`config.mk`:
```
export PLATFORM = sky130hd
export DESIGN_NAME = button_click_press_detector_flat
export DESIGN_NICKNAME = d
export VERILOG_FILES = /design/src/bcpd_pkg.sv /design/src/bcpd_if.sv /design/src/bcpd_core.sv /design/src/button_click_press_detector.sv /design/src/flat_wrapper.sv
export VERILOG_INCLUDE_DIRS = /design/src /design/src/src
export SDC_FILE = /design/constraint.sdc
export NUM_CORES = 1
export LEC_CHECK = 0
export BUFFER_PORTS_ARGS = -buffer_cell sky130_fd_sc_hd__clkbuf_2
export CAP_MARGIN = 20
export CORE_ASPECT_RATIO = 0.9
export CORE_MARGIN = 2
export CORE_UTILIZATION = 48
export CTS_BUF_LIST = sky130_fd_sc_hd__clkbuf_2
export CTS_CLUSTER_SIZE = 14
export DETAILED_ROUTE_END_ITERATION = 10
export PLACE_DENSITY = 0.7
export SYNTH_ARGS = -nofsm -noshare
export SYNTH_HDL_FRONTEND = slang
export SYNTH_HIERARCHICAL = 1
export SYNTH_SLANG_ARGS = --single-unit
```
`constraint.sdc`:
```
create_clock -name clk_i -period 14.7 [get_ports clk_i]
set_input_delay 1.47 -clock clk_i [delete_from_list [all_inputs] [get_ports clk_i]]
set_output_delay 1.47 -clock clk_i [all_outputs]
set_load 0.02 [all_outputs]
```
`src/button_click_press_detector_macros.svh`:
```
// Assertion macros shared by the button detector RTL.
// Every macro samples on clk_i and is switched off while rst_ni is low.
`ifndef BUTTON_CLICK_PRESS_DETECTOR_MACROS_SVH
`define BUTTON_CLICK_PRESS_DETECTOR_MACROS_SVH

// plain property check
`define BCPD_ASSERT(lbl, prop, msg) \
  lbl: assert property (@(posedge clk_i) disable iff (!rst_ni) (prop)) else $error(msg);

// same-cycle implication
`define BCPD_ASSERT_IMP(lbl, ante, cons, msg) \
  lbl: assert property (@(posedge clk_i) disable iff (!rst_ni) (ante) |-> (cons)) \
    else $error(msg);

// next-cycle implication
`define BCPD_ASSERT_NXT(lbl, ante, cons, msg) \
  lbl: assert property (@(posedge clk_i) disable iff (!rst_ni) (ante) |=> (cons)) \
    else $error(msg);

`endif

```
`src/bcpd_pkg.sv`:
```
// Package for the button click / press detector: widths, codes, types.
// No dependencies; used by the result interface, the core and the top level.
`timescale 1ns / 1ps

package bcpd_pkg;

  localparam int TIME_BITS = 32;
  localparam int CFG_W     = 16;
  localparam int CFG_IDX_W = 2;
  localparam int EV_W      = 3;
  localparam int HOLD_W    = 32;
  localparam int WIDE_W    = (TIME_BITS > HOLD_W) ? TIME_BITS : HOLD_W;

  localparam logic [HOLD_W-1:0] HOLD_MAX = '1;

  typedef logic [TIME_BITS-1:0] time_t;

  typedef enum logic [CFG_IDX_W-1:0] {
    CFG_DEBOUNCE  = 2'd0,
    CFG_DOUBLE    = 2'd1,
    CFG_LONG      = 2'd2,
    CFG_VERY_LONG = 2'd3
  } cfg_idx_e;

  typedef enum logic [EV_W-1:0] {
    EV_NONE      = 3'd0,
    EV_PRESSED   = 3'd1,
    EV_RELEASED  = 3'd2,
    EV_CLICK     = 3'd3,
    EV_DOUBLE    = 3'd4,
    EV_LONG      = 3'd5,
    EV_VERY_LONG = 3'd6
  } ev_e;

  typedef struct packed {
    logic [CFG_W-1:0] debounce_ms;
    logic [CFG_W-1:0] double_click_ms;
    logic [CFG_W-1:0] long_press_ms;
    logic [CFG_W-1:0] very_long_press_ms;
  } cfg_t;

  typedef struct packed {
    logic raw_level;
    logic take_event;
  } tick_t;

  typedef struct packed {
    logic              is_pressed;
    logic [EV_W-1:0]   event_code;
    logic [HOLD_W-1:0] hold_time;
  } res_t;

endpackage

```
`src/bcpd_if.sv`:
```
// Valid/ready channel interfaces: tick items in, result items out.
// Depends on bcpd_pkg for the field widths.
`timescale 1ns / 1ps

interface bcpd_in_if;
  logic valid;
  logic ready;
  logic raw_level;
  logic take_event;

  modport source (output valid, output raw_level, output take_event, input ready);
  modport sink   (input valid, input raw_level, input take_event, output ready);
endinterface

interface bcpd_out_if;
  import bcpd_pkg::*;
  logic              valid;
  logic              ready;
  logic              is_pressed;
  logic [EV_W-1:0]   event_code;
  logic [HOLD_W-1:0] hold_time;

  modport source (output valid, output is_pressed, output event_code, output hold_time,
                  input ready);
  modport sink   (input valid, input is_pressed, input event_code, input hold_time,
                  output ready);
endinterface

```
`src/bcpd_core.sv`:
```
// Detector state and one-tick update: debounce, click window, long press, event latch.
// Depends on bcpd_pkg and the assertion macro header.
`timescale 1ns / 1ps
`include "button_click_press_detector_macros.svh"

module bcpd_core (
  input  logic            clk_i,
  input  logic            rst_ni,
  input  logic            step_i,
  input  bcpd_pkg::tick_t tick_i,
  input  bcpd_pkg::cfg_t  cfg_i,
  output bcpd_pkg::res_t  res_o
);
  import bcpd_pkg::*;

  time_t now_q, now_d;
  time_t last_chg_q, last_chg_d;
  time_t press_q, press_d;
  time_t rel_q, rel_d;
  logic  prev_q, stable_q, stable_d, held_q, held_d;
  logic  await_q, await_d, taken_q, taken_d;
  ev_e   ev_q, ev_d;

  time_t el_chg, el_press, el_rel;
  time_t deb_w, dbl_w, long_w, vlong_w;
  logic  accept, press, release_ev;
  logic [WIDE_W-1:0] el_wide;
  ev_e   code;

  assign deb_w   = TIME_BITS'(cfg_i.debounce_ms);
  assign dbl_w   = TIME_BITS'(cfg_i.double_click_ms);
  assign long_w  = TIME_BITS'(cfg_i.long_press_ms);
  assign vlong_w = TIME_BITS'(cfg_i.very_long_press_ms);

  // edge times first, the elapsed counts below see the updated marks
  assign last_chg_d = (tick_i.raw_level != prev_q) ? now_q : last_chg_q;
  assign el_chg     = now_q - last_chg_d;
  assign accept     = (el_chg > deb_w) && (tick_i.raw_level != stable_q);
  assign press      = accept && !tick_i.raw_level;
  assign release_ev = accept && tick_i.raw_level;
  assign press_d    = press ? now_q : press_q;
  assign rel_d      = release_ev ? now_q : rel_q;
  assign el_press   = now_q - press_d;
  assign el_rel     = now_q - rel_d;
  assign stable_d   = accept ? tick_i.raw_level : stable_q;
  assign held_d     = press ? 1'b1 : (release_ev ? 1'b0 : held_q);
  assign now_d      = now_q + TIME_BITS'(1);
  assign el_wide    = WIDE_W'(el_press);

  always_comb begin
    ev_d    = ev_q;
    taken_d = taken_q;
    await_d = await_q;
    code    = EV_NONE;

    if (press) begin
      taken_d = 1'b0;
      if (await_q && (el_rel < dbl_w)) begin
        ev_d    = EV_DOUBLE;
        await_d = 1'b0;
      end else begin
        ev_d = EV_PRESSED;
      end
    end else if (release_ev) begin
      taken_d = 1'b0;
      if (el_press >= vlong_w) begin
        ev_d    = EV_VERY_LONG;
        await_d = 1'b0;
      end else if (el_press >= long_w) begin
        ev_d    = EV_LONG;
        await_d = 1'b0;
      end else begin
        ev_d    = EV_RELEASED;
        await_d = 1'b1;
      end
    end

    // double-click window ran out
    if (await_d && (el_rel >= dbl_w)) begin
      await_d = 1'b0;
      ev_d    = EV_CLICK;
      taken_d = 1'b0;
    end

    // upgrade a pending press while still held
    if (held_d && !taken_d && (ev_d == EV_PRESSED)) begin
      if (el_press >= vlong_w) begin
        ev_d    = EV_VERY_LONG;
        await_d = 1'b0;
      end else if (el_press >= long_w) begin
        ev_d = EV_LONG;
      end
    end

    if (tick_i.take_event && !taken_d) begin
      taken_d = 1'b1;
      code    = ev_d;
    end
  end

  always_comb begin
    res_o.is_pressed = held_d;
    res_o.event_code = code;
    if (!held_d) begin
      res_o.hold_time = '0;
    end else if (el_wide > WIDE_W'(HOLD_MAX)) begin
      res_o.hold_time = HOLD_MAX;
    end else begin
      res_o.hold_time = HOLD_W'(el_wide);
    end
  end

  always_ff @(posedge clk_i or negedge rst_ni) begin
    if (!rst_ni) begin
      now_q      <= '0;
      last_chg_q <= '0;
      press_q    <= '0;
      rel_q      <= '0;
      prev_q     <= 1'b1;
      stable_q   <= 1'b1;
      held_q     <= 1'b0;
      await_q    <= 1'b0;
      ev_q       <= EV_NONE;
      taken_q    <= 1'b1;
    end else if (step_i) begin
      now_q      <= now_d;
      last_chg_q <= last_chg_d;
      press_q    <= press_d;
      rel_q      <= rel_d;
      prev_q     <= tick_i.raw_level;
      stable_q   <= stable_d;
      held_q     <= held_d;
      await_q    <= await_d;
      ev_q       <= ev_d;
      taken_q    <= taken_d;
    end
  end

  `BCPD_ASSERT(held_tracks_level, held_q != stable_q, "held out of step with debounced level")
  `BCPD_ASSERT_IMP(no_window_while_held, await_q, !held_q, "click window open while held")
  `BCPD_ASSERT_NXT(idle_keeps_time, !step_i, $stable(now_q), "tick counter moved without item")

endmodule

```
`src/button_click_press_detector.sv`:
```
// A tick is held in the input register, its result in the result register.
// Throughput: one item per cycle while out_o is ready; one registered state pass.
// Input register and result register decouple the two channels.
// Reset: asynchronous, active low; registers go to 50/300/1000/3000 ms,
// button released, no event pending, tick counter zero.
// Top level of the button detector; depends on bcpd_pkg, bcpd_if and bcpd_core.
`timescale 1ns / 1ps
`include "button_click_press_detector_macros.svh"

module button_click_press_detector (
  input  logic                             clk_i,
  input  logic                             rst_ni,
  input  logic                             cfg_we_i,
  input  logic [bcpd_pkg::CFG_IDX_W-1:0]   cfg_idx_i,
  input  logic [bcpd_pkg::CFG_W-1:0]       cfg_data_i,
  bcpd_in_if.sink                          in_i,
  bcpd_out_if.source                       out_o
);
  import bcpd_pkg::*;

  cfg_t  cfg_q;
  logic  in_vld_q, out_vld_q, adv;
  tick_t tick_q;
  res_t  res_q, core_res;

  always_ff @(posedge clk_i or negedge rst_ni) begin
    if (!rst_ni) begin
      cfg_q.debounce_ms        <= CFG_W'(50);
      cfg_q.double_click_ms    <= CFG_W'(300);
      cfg_q.long_press_ms      <= CFG_W'(1000);
      cfg_q.very_long_press_ms <= CFG_W'(3000);
    end else if (cfg_we_i) begin
      unique case (cfg_idx_e'(cfg_idx_i))
        CFG_DEBOUNCE:  cfg_q.debounce_ms        <= cfg_data_i;
        CFG_DOUBLE:    cfg_q.double_click_ms    <= cfg_data_i;
        CFG_LONG:      cfg_q.long_press_ms      <= cfg_data_i;
        CFG_VERY_LONG: cfg_q.very_long_press_ms <= cfg_data_i;
        default: ;
      endcase
    end
  end

  // step when a tick waits and the result slot is free or being drained
  assign adv        = in_vld_q && (!out_vld_q || out_o.ready);
  assign in_i.ready = !in_vld_q || adv;

  always_ff @(posedge clk_i or negedge rst_ni) begin
    if (!rst_ni) begin
      in_vld_q  <= 1'b0;
      out_vld_q <= 1'b0;
    end else begin
      if (in_i.ready) begin
        in_vld_q <= in_i.valid;
      end
      if (adv) begin
        out_vld_q <= 1'b1;
      end else if (out_o.ready) begin
        out_vld_q <= 1'b0;
      end
    end
  end

  always_ff @(posedge clk_i) begin
    if (in_i.valid && in_i.ready) begin
      tick_q.raw_level  <= in_i.raw_level;
      tick_q.take_event <= in_i.take_event;
    end
    if (adv) begin
      res_q <= core_res;
    end
  end

  bcpd_core u_core (
    .clk_i  (clk_i),
    .rst_ni (rst_ni),
    .step_i (adv),
    .tick_i (tick_q),
    .cfg_i  (cfg_q),
    .res_o  (core_res)
  );

  assign out_o.valid      = out_vld_q;
  assign out_o.is_pressed = res_q.is_pressed;
  assign out_o.event_code = res_q.event_code;
  assign out_o.hold_time  = res_q.hold_time;

  `BCPD_ASSERT_NXT(tick_kept, in_vld_q && !adv, in_vld_q, "pending tick dropped")
  `BCPD_ASSERT_IMP(no_overwrite, out_vld_q && !out_o.ready, !adv, "result overwritten")
  `BCPD_ASSERT_IMP(hold_zero_released, out_vld_q && !res_q.is_pressed, res_q.hold_time == '0,
                   "hold time nonzero while released")

endmodule
```
`src/flat_wrapper.sv`:
```
// flat-port wrapper written by rule: the top's interface ports become plain ports
module button_click_press_detector_flat import bcpd_pkg::*;
  (clk_i, rst_ni, cfg_we_i, cfg_idx_i, cfg_data_i, in_i_valid, in_i_raw_level, in_i_take_event, in_i_ready, out_o_valid, out_o_is_pressed, out_o_event_code, out_o_hold_time, out_o_ready);
  bcpd_in_if in_i_i ();
  bcpd_out_if out_o_i ();
  input  logic clk_i;
  input  logic rst_ni;
  input  logic cfg_we_i;
  input  logic [bcpd_pkg::CFG_IDX_W-1:0] cfg_idx_i;
  input  logic [bcpd_pkg::CFG_W-1:0] cfg_data_i;
  input wire logic [$bits(in_i_i.valid)-1:0] in_i_valid;
  input wire logic [$bits(in_i_i.raw_level)-1:0] in_i_raw_level;
  input wire logic [$bits(in_i_i.take_event)-1:0] in_i_take_event;
  output wire logic [$bits(in_i_i.ready)-1:0] in_i_ready;
  output wire logic [$bits(out_o_i.valid)-1:0] out_o_valid;
  output wire logic [$bits(out_o_i.is_pressed)-1:0] out_o_is_pressed;
  output wire logic [$bits(out_o_i.event_code)-1:0] out_o_event_code;
  output wire logic [$bits(out_o_i.hold_time)-1:0] out_o_hold_time;
  input wire logic [$bits(out_o_i.ready)-1:0] out_o_ready;
  assign in_i_i.valid = in_i_valid;
  assign in_i_i.raw_level = in_i_raw_level;
  assign in_i_i.take_event = in_i_take_event;
  assign in_i_ready = in_i_i.ready;
  assign out_o_valid = out_o_i.valid;
  assign out_o_is_pressed = out_o_i.is_pressed;
  assign out_o_event_code = out_o_i.event_code;
  assign out_o_hold_time = out_o_i.hold_time;
  assign out_o_i.ready = out_o_ready;
  button_click_press_detector u_core (.clk_i(clk_i), .rst_ni(rst_ni), .cfg_we_i(cfg_we_i), .cfg_idx_i(cfg_idx_i), .cfg_data_i(cfg_data_i), .in_i(in_i_i), .out_o(out_o_i));
endmodule
```
==> results of run 1 <==
worst max-delay path: cells and delay by family, from the launching register on:
| kind | cells | cell delay, ns |
|---|---|---|
| AO/OA/AOI/OAI | 17 | 5.29 |
| XOR/XNOR | 3 | 0.69 |
| adder cells (fa/ha/maj) | 5 | 1.35 |
| buffers and inverters | 2 | 0.63 |
| flip-flops | 1 | 0.56 |
| AND/OR/NAND/NOR | 14 | 4.44 |
sequential cells by signal, summed over array words and instances, names as in the netlist, 2 cells and up:
register / flops
u_core/u_core/last_chg_q: 32
u_core/tick_q: 2
u_core/u_core/press_q: 32
u_core/u_core/rel_q: 32
u_core/out_o.event_code: 3
u_core/u_core/now_q: 32
u_core/out_o.hold_time: 32
u_core/cfg_q: 64
u_core/u_core/ev_q: 3
synth_stat cells, types with 10 or more instances:
cell type / number
dfstp_2: 23
xnor2_1: 82
edfxtp_1: 38
and3_1: 21
nand4_1: 23
a21o_1: 29
a31oi_1: 16
o21bai_1: 14
o21a_1: 26
nand3_1: 43
dfrtp_1: 179
o211ai_1: 11
nand2b_1: 20
mux2i_1: 78
nor2_1: 138
o22ai_1: 10
nor2b_1: 37
inv_1: 101
a211oi_1: 23
o21ai_0: 85
ha_1: 148
mux2_2: 124
buf_2: 14
xor2_1: 33
clkbuf_1: 55
nand2_1: 113
and2_1: 19
nor3_1: 27
a21oi_1: 141
routing by layer:
| layer | global-route usage [%] | wire [um] | vias up |
|---|---|---|---|
| met2 | 38.3 | 20400 | 487 |
| met1 | 33.2 | 21000 | 7024 |
| met3 | 5.07 | 3060 | 92 |
| met4 | 9.41 | 1350 | 0 |
| li1 | - | - | 6865 |
| met5 | 0 | 0 | - |
placed cells by master (no fill, tap or decap), types with 27 or more instances in the layout:
cell / count
dfrtp_1: 179
xnor2_1: 81
a21o_1: 29
o21ai_0: 85
a21oi_1: 140
mux2_2: 124
nor3_1: 27
mux2i_1: 78
nand3_1: 43
nor2b_1: 37
nor2_1: 138
inv_1: 101
edfxtp_1: 38
xor2_1: 32
clkbuf_2: 159
nand2_1: 113
ha_1: 148
cell type report:
type                    instances  area share [%]
flip-flops and latches        240            33.0
inverters                     102            2.03
multi-input cells            1419            56.2
diodes                          3          0.0398
clock buffers                  98            2.60
repair buffers                 72            2.09
well taps                     476            3.16
clock inverters                23           0.876
path summary, 6_finish.rpt:
check | startpoint | end | slack (ns) | cells after the start
setup reg to reg | u_core/tick_q[1] | u_core/out_o.event_code[0] | 1.45 | 41
max in group asynchronous | rst_ni | u_core/cfg_q[13] | 11.95 | 3
min in group asynchronous | rst_ni | u_core/u_core/last_chg_q[22] | 0.63 | 1
hold / removal | u_core/in_vld_q | u_core/out_o.valid | 0.49 | 1
hold reg to reg | u_core/in_vld_q | u_core/out_o.valid | 0.49 | 1
setup / recovery | u_core/tick_q[1] | u_core/out_o.event_code[0] | 1.45 | 41
through the flow:
step                      instances  util (%)  setup slack (ns)
after floorplan                1839         -              2.83
after global placement         2309      50.5              1.81
after detailed placement       2309      50.5              1.73
after CTS                      2430      52.3              1.66
after global routing           2432      52.3             0.833
final                          2433      52.3              1.45
cell families (layout without fill, tap and decap cells):
logic type               Yosys count  in the layout
other                              0              3
XOR/XNOR                         115            115
AO/OA/AOI/OAI                    446            446
buffers and inverters            180            295
flip-flops                       240            240
adder cells (fa/ha/maj)          159            159
multiplexers                     202            202
AND/OR/NAND/NOR                  497            497
power groups by stage:
stage	Clock, mW	Sequential, mW	Combinational, mW
6_report	0.517	0.931	2.08
5_1_grt	0.574	0.946	2.30
4_1_cts	0.539	0.929	2.05
3_5_place_dp	0	0.942	2.03
3_3_place_gp	0	0.935	1.97
2_1_floorplan	0	0.932	1.50
==> out/qor.yml, run 1 <==
clock_network:
  cts_max_level: 3
  cts_made_buffers: 68
  clk_latency_ns: 0.90
  cts_setup_buffers: 0
  cts.path.max_buffers: 3
  tritoncts: "done"
  cts-root-buf: "clkbuf_2"
  hold_buffers: 0
  cts_resized: 0
  clkSlewWorstSetupHoldPaths_ns: 0.10
  clock_sinks: 240
final_layout:
  nFillCells: 3375
  final_area_um2: 18800
  area_growth_pct: 7.75
  drive_gt1_share_pct: 18.3
  final_nets: 2078
  multi_input_area_um2: 10600
  regArea_um2: 6220
power_and_ir_drop:
  pwr-share-comb_pct: 59.0
  ir_drop_v: 0.0000886
  power.internal_mw: 1.92
  p_total_mw: 3.53
  p_seq_share_pct: 26.4
  p_leak_nw: 9.18
  power_switching_mw: 1.61
  swShare_pct: 45.6
  p_per_area_nw_per_um2: 187
  clkPwrFrac_pct: 14.6
synth:
  synth.net_count: 2014
  synth_area_leaders: "dfrtp_1 26%, ha_1 11%, mux2_2 8.0%, edfxtp_1 6.5%, mux2i_1 4.5%"
  synth-edff-count: 38
  synth.top_cell.area_share_pct: 25.6
  syn_area_um2: 17500
  synthSimpleGateAreaFrac_pct: 14.2
  synth_compound_area_share_pct: 16.6
  ys_ff_latch: 240
  synth_largest_area_cell: "dfrtp_1"
  synthAdderAreaFrac_pct: 11.3
  synth_area_per_cell_um2: 9.51
  synth.area.mux_share_pct: 12.4
  synth_xor_area_share_pct: 5.76
  synth_top_family_by_area: "compound AO/OA/AOI/OAI gates"
  synth-seq-area-share_pct: 35.6
  syn_inst: 1839
  synth_flop_cell: "dfrtp_1"
  ys_async_sr_fraction_pct: 84.2
  yosys_warnings: 6
  synth_cell_type_count: 83
drt:
  routedWlPerCell_um: 18.8
  drt_iter0_markers: 1157
  drt_pass1_iterations: 6
  avgViaCountPerCell: 5.95
  vias: 14500
  remaining_drc_errors: 0
  ant_nets: 0
  wl_um: 45800
floorplan:
  coreArea_um2: 36000
  die_height_um: 185
  start_util_pct: 48.6
  die_area_um2: 38000
  io_pins: 63
  die_w_um: 205
  row_count: 66
timing:
  slew_headroom_pct: 26.0
  min_period_ns: 13.25
  fin_crit_sh_pct: 90.1
  tns_ns: 0
  worstMarginPinSlew_ns: 1.08
  hold_viol: 0
  fmaxAchievable_mhz: 75.5
  slew_viol_final: 0
  whs_ns: 0.486
  finalSetupViolations: 0
  fin_skew_ns: 0.0523
  rsz0062_at_grt: "no"
job:
  cap_viol_max_count: 0
global_route:
  grt_pass1_wl_um: 73300
  grt_usage_pct: 24.4
  grt_pass1_vias: 14200
  antenna_found_initial: 2
  grt_max_degree: 93
  gr-total-overflow: 0
worst_hold_path:
  hold_class: "register to register"
worst_setup_path:
  max_stage_delay_ns: 0.93
  cp.arrival_ns: 13.89
  start_kind: "register"
  critPathKind: "register to register"
  cp_max_fo: 50
  critPathRequiredTime_ns: 15.34
  end_kind: "register"
  crit_path_top_delay_cell: "a2111oi_0"
placed_design:
  portBuffers: 62
  globalplace.congestion: 0.978
  post-dp-hpwl_um: 34600
  place_area_um2: 18200
run_status:
  outcome: "completed"
Note: power is estimated with default switching activity, not from simulation.
==> run 2: changes to the inputs <==
--- a/config.mk
+++ b/config.mk
@@ -14,6 +14,7 @@
 export CTS_BUF_LIST = sky130_fd_sc_hd__clkbuf_2
 export CTS_CLUSTER_SIZE = 14
 export DETAILED_ROUTE_END_ITERATION = 10
+export GPL_TIMING_DRIVEN = 0
 export PLACE_DENSITY = 0.7
 export SYNTH_ARGS = -nofsm -noshare
 export SYNTH_HDL_FRONTEND = slang
==> run 2 against run 1 <==
Against the previous run:
- die area is the same
- clock skew is 0.016 ns higher
- setup slack worse by 0.84 ns
- core utilization up 0.97 points
- sequential share of layout area is 0.60 points lower
- largest power group unchanged
- maximum frequency is 6.0% lower
- critical path depth grew 10
- largest cell class unchanged
- global-route usage up 1.2 points
==> out/qor.yml, run 2 (synthesized netlist as in run 1, its figures left out) <==
timing:
  min_period_ns: 14.09
  finalSetupViolations: 0
  slew_headroom_pct: 42.4
  tns_ns: 0
  fin_skew_ns: 0.0679
  fin_crit_sh_pct: 95.9
  hold_viol: 0
  fmaxAchievable_mhz: 71.0
  rsz0062_at_grt: "no"
  worstMarginPinSlew_ns: 0.864
  slew_viol_final: 0
floorplan:
  io_pins: 63
  row_count: 66
  start_util_pct: 48.6
  die_w_um: 205
  die_area_um2: 38000
  coreArea_um2: 36000
  die_height_um: 185
clock_network:
  clk_latency_ns: 0.90
  tritoncts: "done"
  clkSlewWorstSetupHoldPaths_ns: 0.09
  cts_made_buffers: 68
  cts-root-buf: "clkbuf_2"
  clock_sinks: 240
  cts.path.max_buffers: 3
  cts_max_level: 3
  hold_buffers: 0
final_layout:
  drive_gt1_share_pct: 18.6
  largest_register: "u_core/cfg_q"
  multi_input_area_um2: 10600
  final_area_um2: 19200
  largest_reg_flops: 64
  layout_common_cells: "179 x dfrtp_1, 168 x clkbuf_2, 148 x ha_1"
  area_growth_pct: 9.74
  post-route-util_pct: 53.3
  regArea_um2: 6220
  nFillCells: 3356
  final_nets: 2148
  final_common_cell: "dfrtp_1"
  final_cells: 2503
drt:
  avgViaCountPerCell: 5.80
  drt_iter0_markers: 1062
  remaining_drc_errors: 0
  ant_nets: 0
  wl_um: 47500
  vias: 14500
  drt_pass1_iterations: 5
  routedWlPerCell_um: 19.0
power_and_ir_drop:
  p_per_area_nw_per_um2: 186
  p_total_mw: 3.57
  ir_drop_v: 0.0000781
  p_leak_nw: 9.34
worst_setup_path:
  critPathRequiredTime_ns: 15.30
  end_kind: "register"
  max_stage_delay_ns: 0.62
  cp_max_fo: 10
  start_kind: "register"
  crit_path_top_delay_cell: "or4_1"
  cp.arrival_ns: 14.69
  ff2ff_path_depth: 51
  critPathKind: "register to register"
worst_hold_path:
  min_path_cells: 1
  hold_class: "register to register"
job:
  cap_viol_max_count: 0
global_route:
  grt_pass1_wl_um: 76100
  grt_usage_pct: 25.6
  gr-total-overflow: 0
  gr-max-usage-layer: "met2"
  grt_max_degree: 86
  grt_util_met2_pct: 40.4
  met3_usage_pct: 4.70
  antenna_found_initial: 2
  grt_pass1_vias: 14400
  use_met1_pct: 35.3
placed_design:
  dpl.cell_count: 2379
  globalplace.congestion: 0.943
  portBuffers: 62
  post-dp-hpwl_um: 37200
  place_area_um2: 18500
run_status:
  outcome: "completed"
## run 2: changes by cell type in the layout (fill, tap and decap cells not counted), sizes merged
cell,change
clkbuf,+67
clkinv,-4
inv,+1
buf,+8
clkinvlp,-2
## run 2: cell type report
class / instances / share of cell area (%)
Multi-Input combinational cell: 1419 / 55.3
Sequential cell: 240 / 32.4
Tap cell: 476 / 3.10
Clock buffer: 103 / 2.69
Inverter: 102 / 1.99
Timing Repair Buffer: 64 / 1.95
Buffer: 78 / 1.85
Clock inverter: 18 / 0.639
Antenna cell: 3 / 0.0391
## run 2: path summary, 6_finish.rpt
path	start	end	slack [ns]
setup / recovery	u_core/tick_q[1]	u_core/out_o.event_code[1]	0.61
min in group asynchronous	rst_ni	u_core/u_core/press_q[15]	0.50
setup reg to reg	u_core/tick_q[1]	u_core/out_o.event_code[1]	0.61
hold reg to reg	u_core/in_vld_q	u_core/out_o.valid	0.49
hold / removal	u_core/in_vld_q	u_core/out_o.valid	0.49
max in group asynchronous	rst_ni	u_core/cfg_q[11]	13.02
## run 2: stage by stage
stage	hold slack [ns]	setup slack (ns)
3_3_place_gp	0.463	-0.632
4_1_cts	0.419	0.129
2_1_floorplan	0.449	2.83
5_1_grt	0.424	0.0224
3_5_place_dp	0.477	-0.846
6_report	0.487	0.607
## run 2: what timing repair did
action | 4_1_cts | 5_1_grt
buffers inserted | 0 | 0
resized for setup | 5 | 18
endpoints found under the setup margin | 8 | 8
## run 2: worst max-delay path, delay by kind of cell (launching register included)
kind / cells / cell delay [ns]
AOI/OAI and AO/OA: 22 / 5.22
adders and majority gates: 4 / 1.11
buffers and inverters: 8 / 2.36
xor gates and xnor gates: 3 / 0.76
and+or+nand+nor: 13 / 3.57
DFF: 1 / 0.36
muxes: 1 / 0.37
## run 2: layer usage
layer / vias to the layer above / part of all wire (%)
met5: - / 0
met2: 433 / 44
met4: 0 / 2.8
li1: 7011 / -
met1: 6991 / 47
met3: 83 / 5.9
## run 2: where the power goes
part / total, mW / internal (mW) / switching (mW)
Clock: 0.514 / 0.221 / 0.293
Sequential: 0.908 / 0.828 / 0.0802
Combinational: 2.15 / 0.894 / 1.25
Total: 3.57 / 1.94 / 1.63
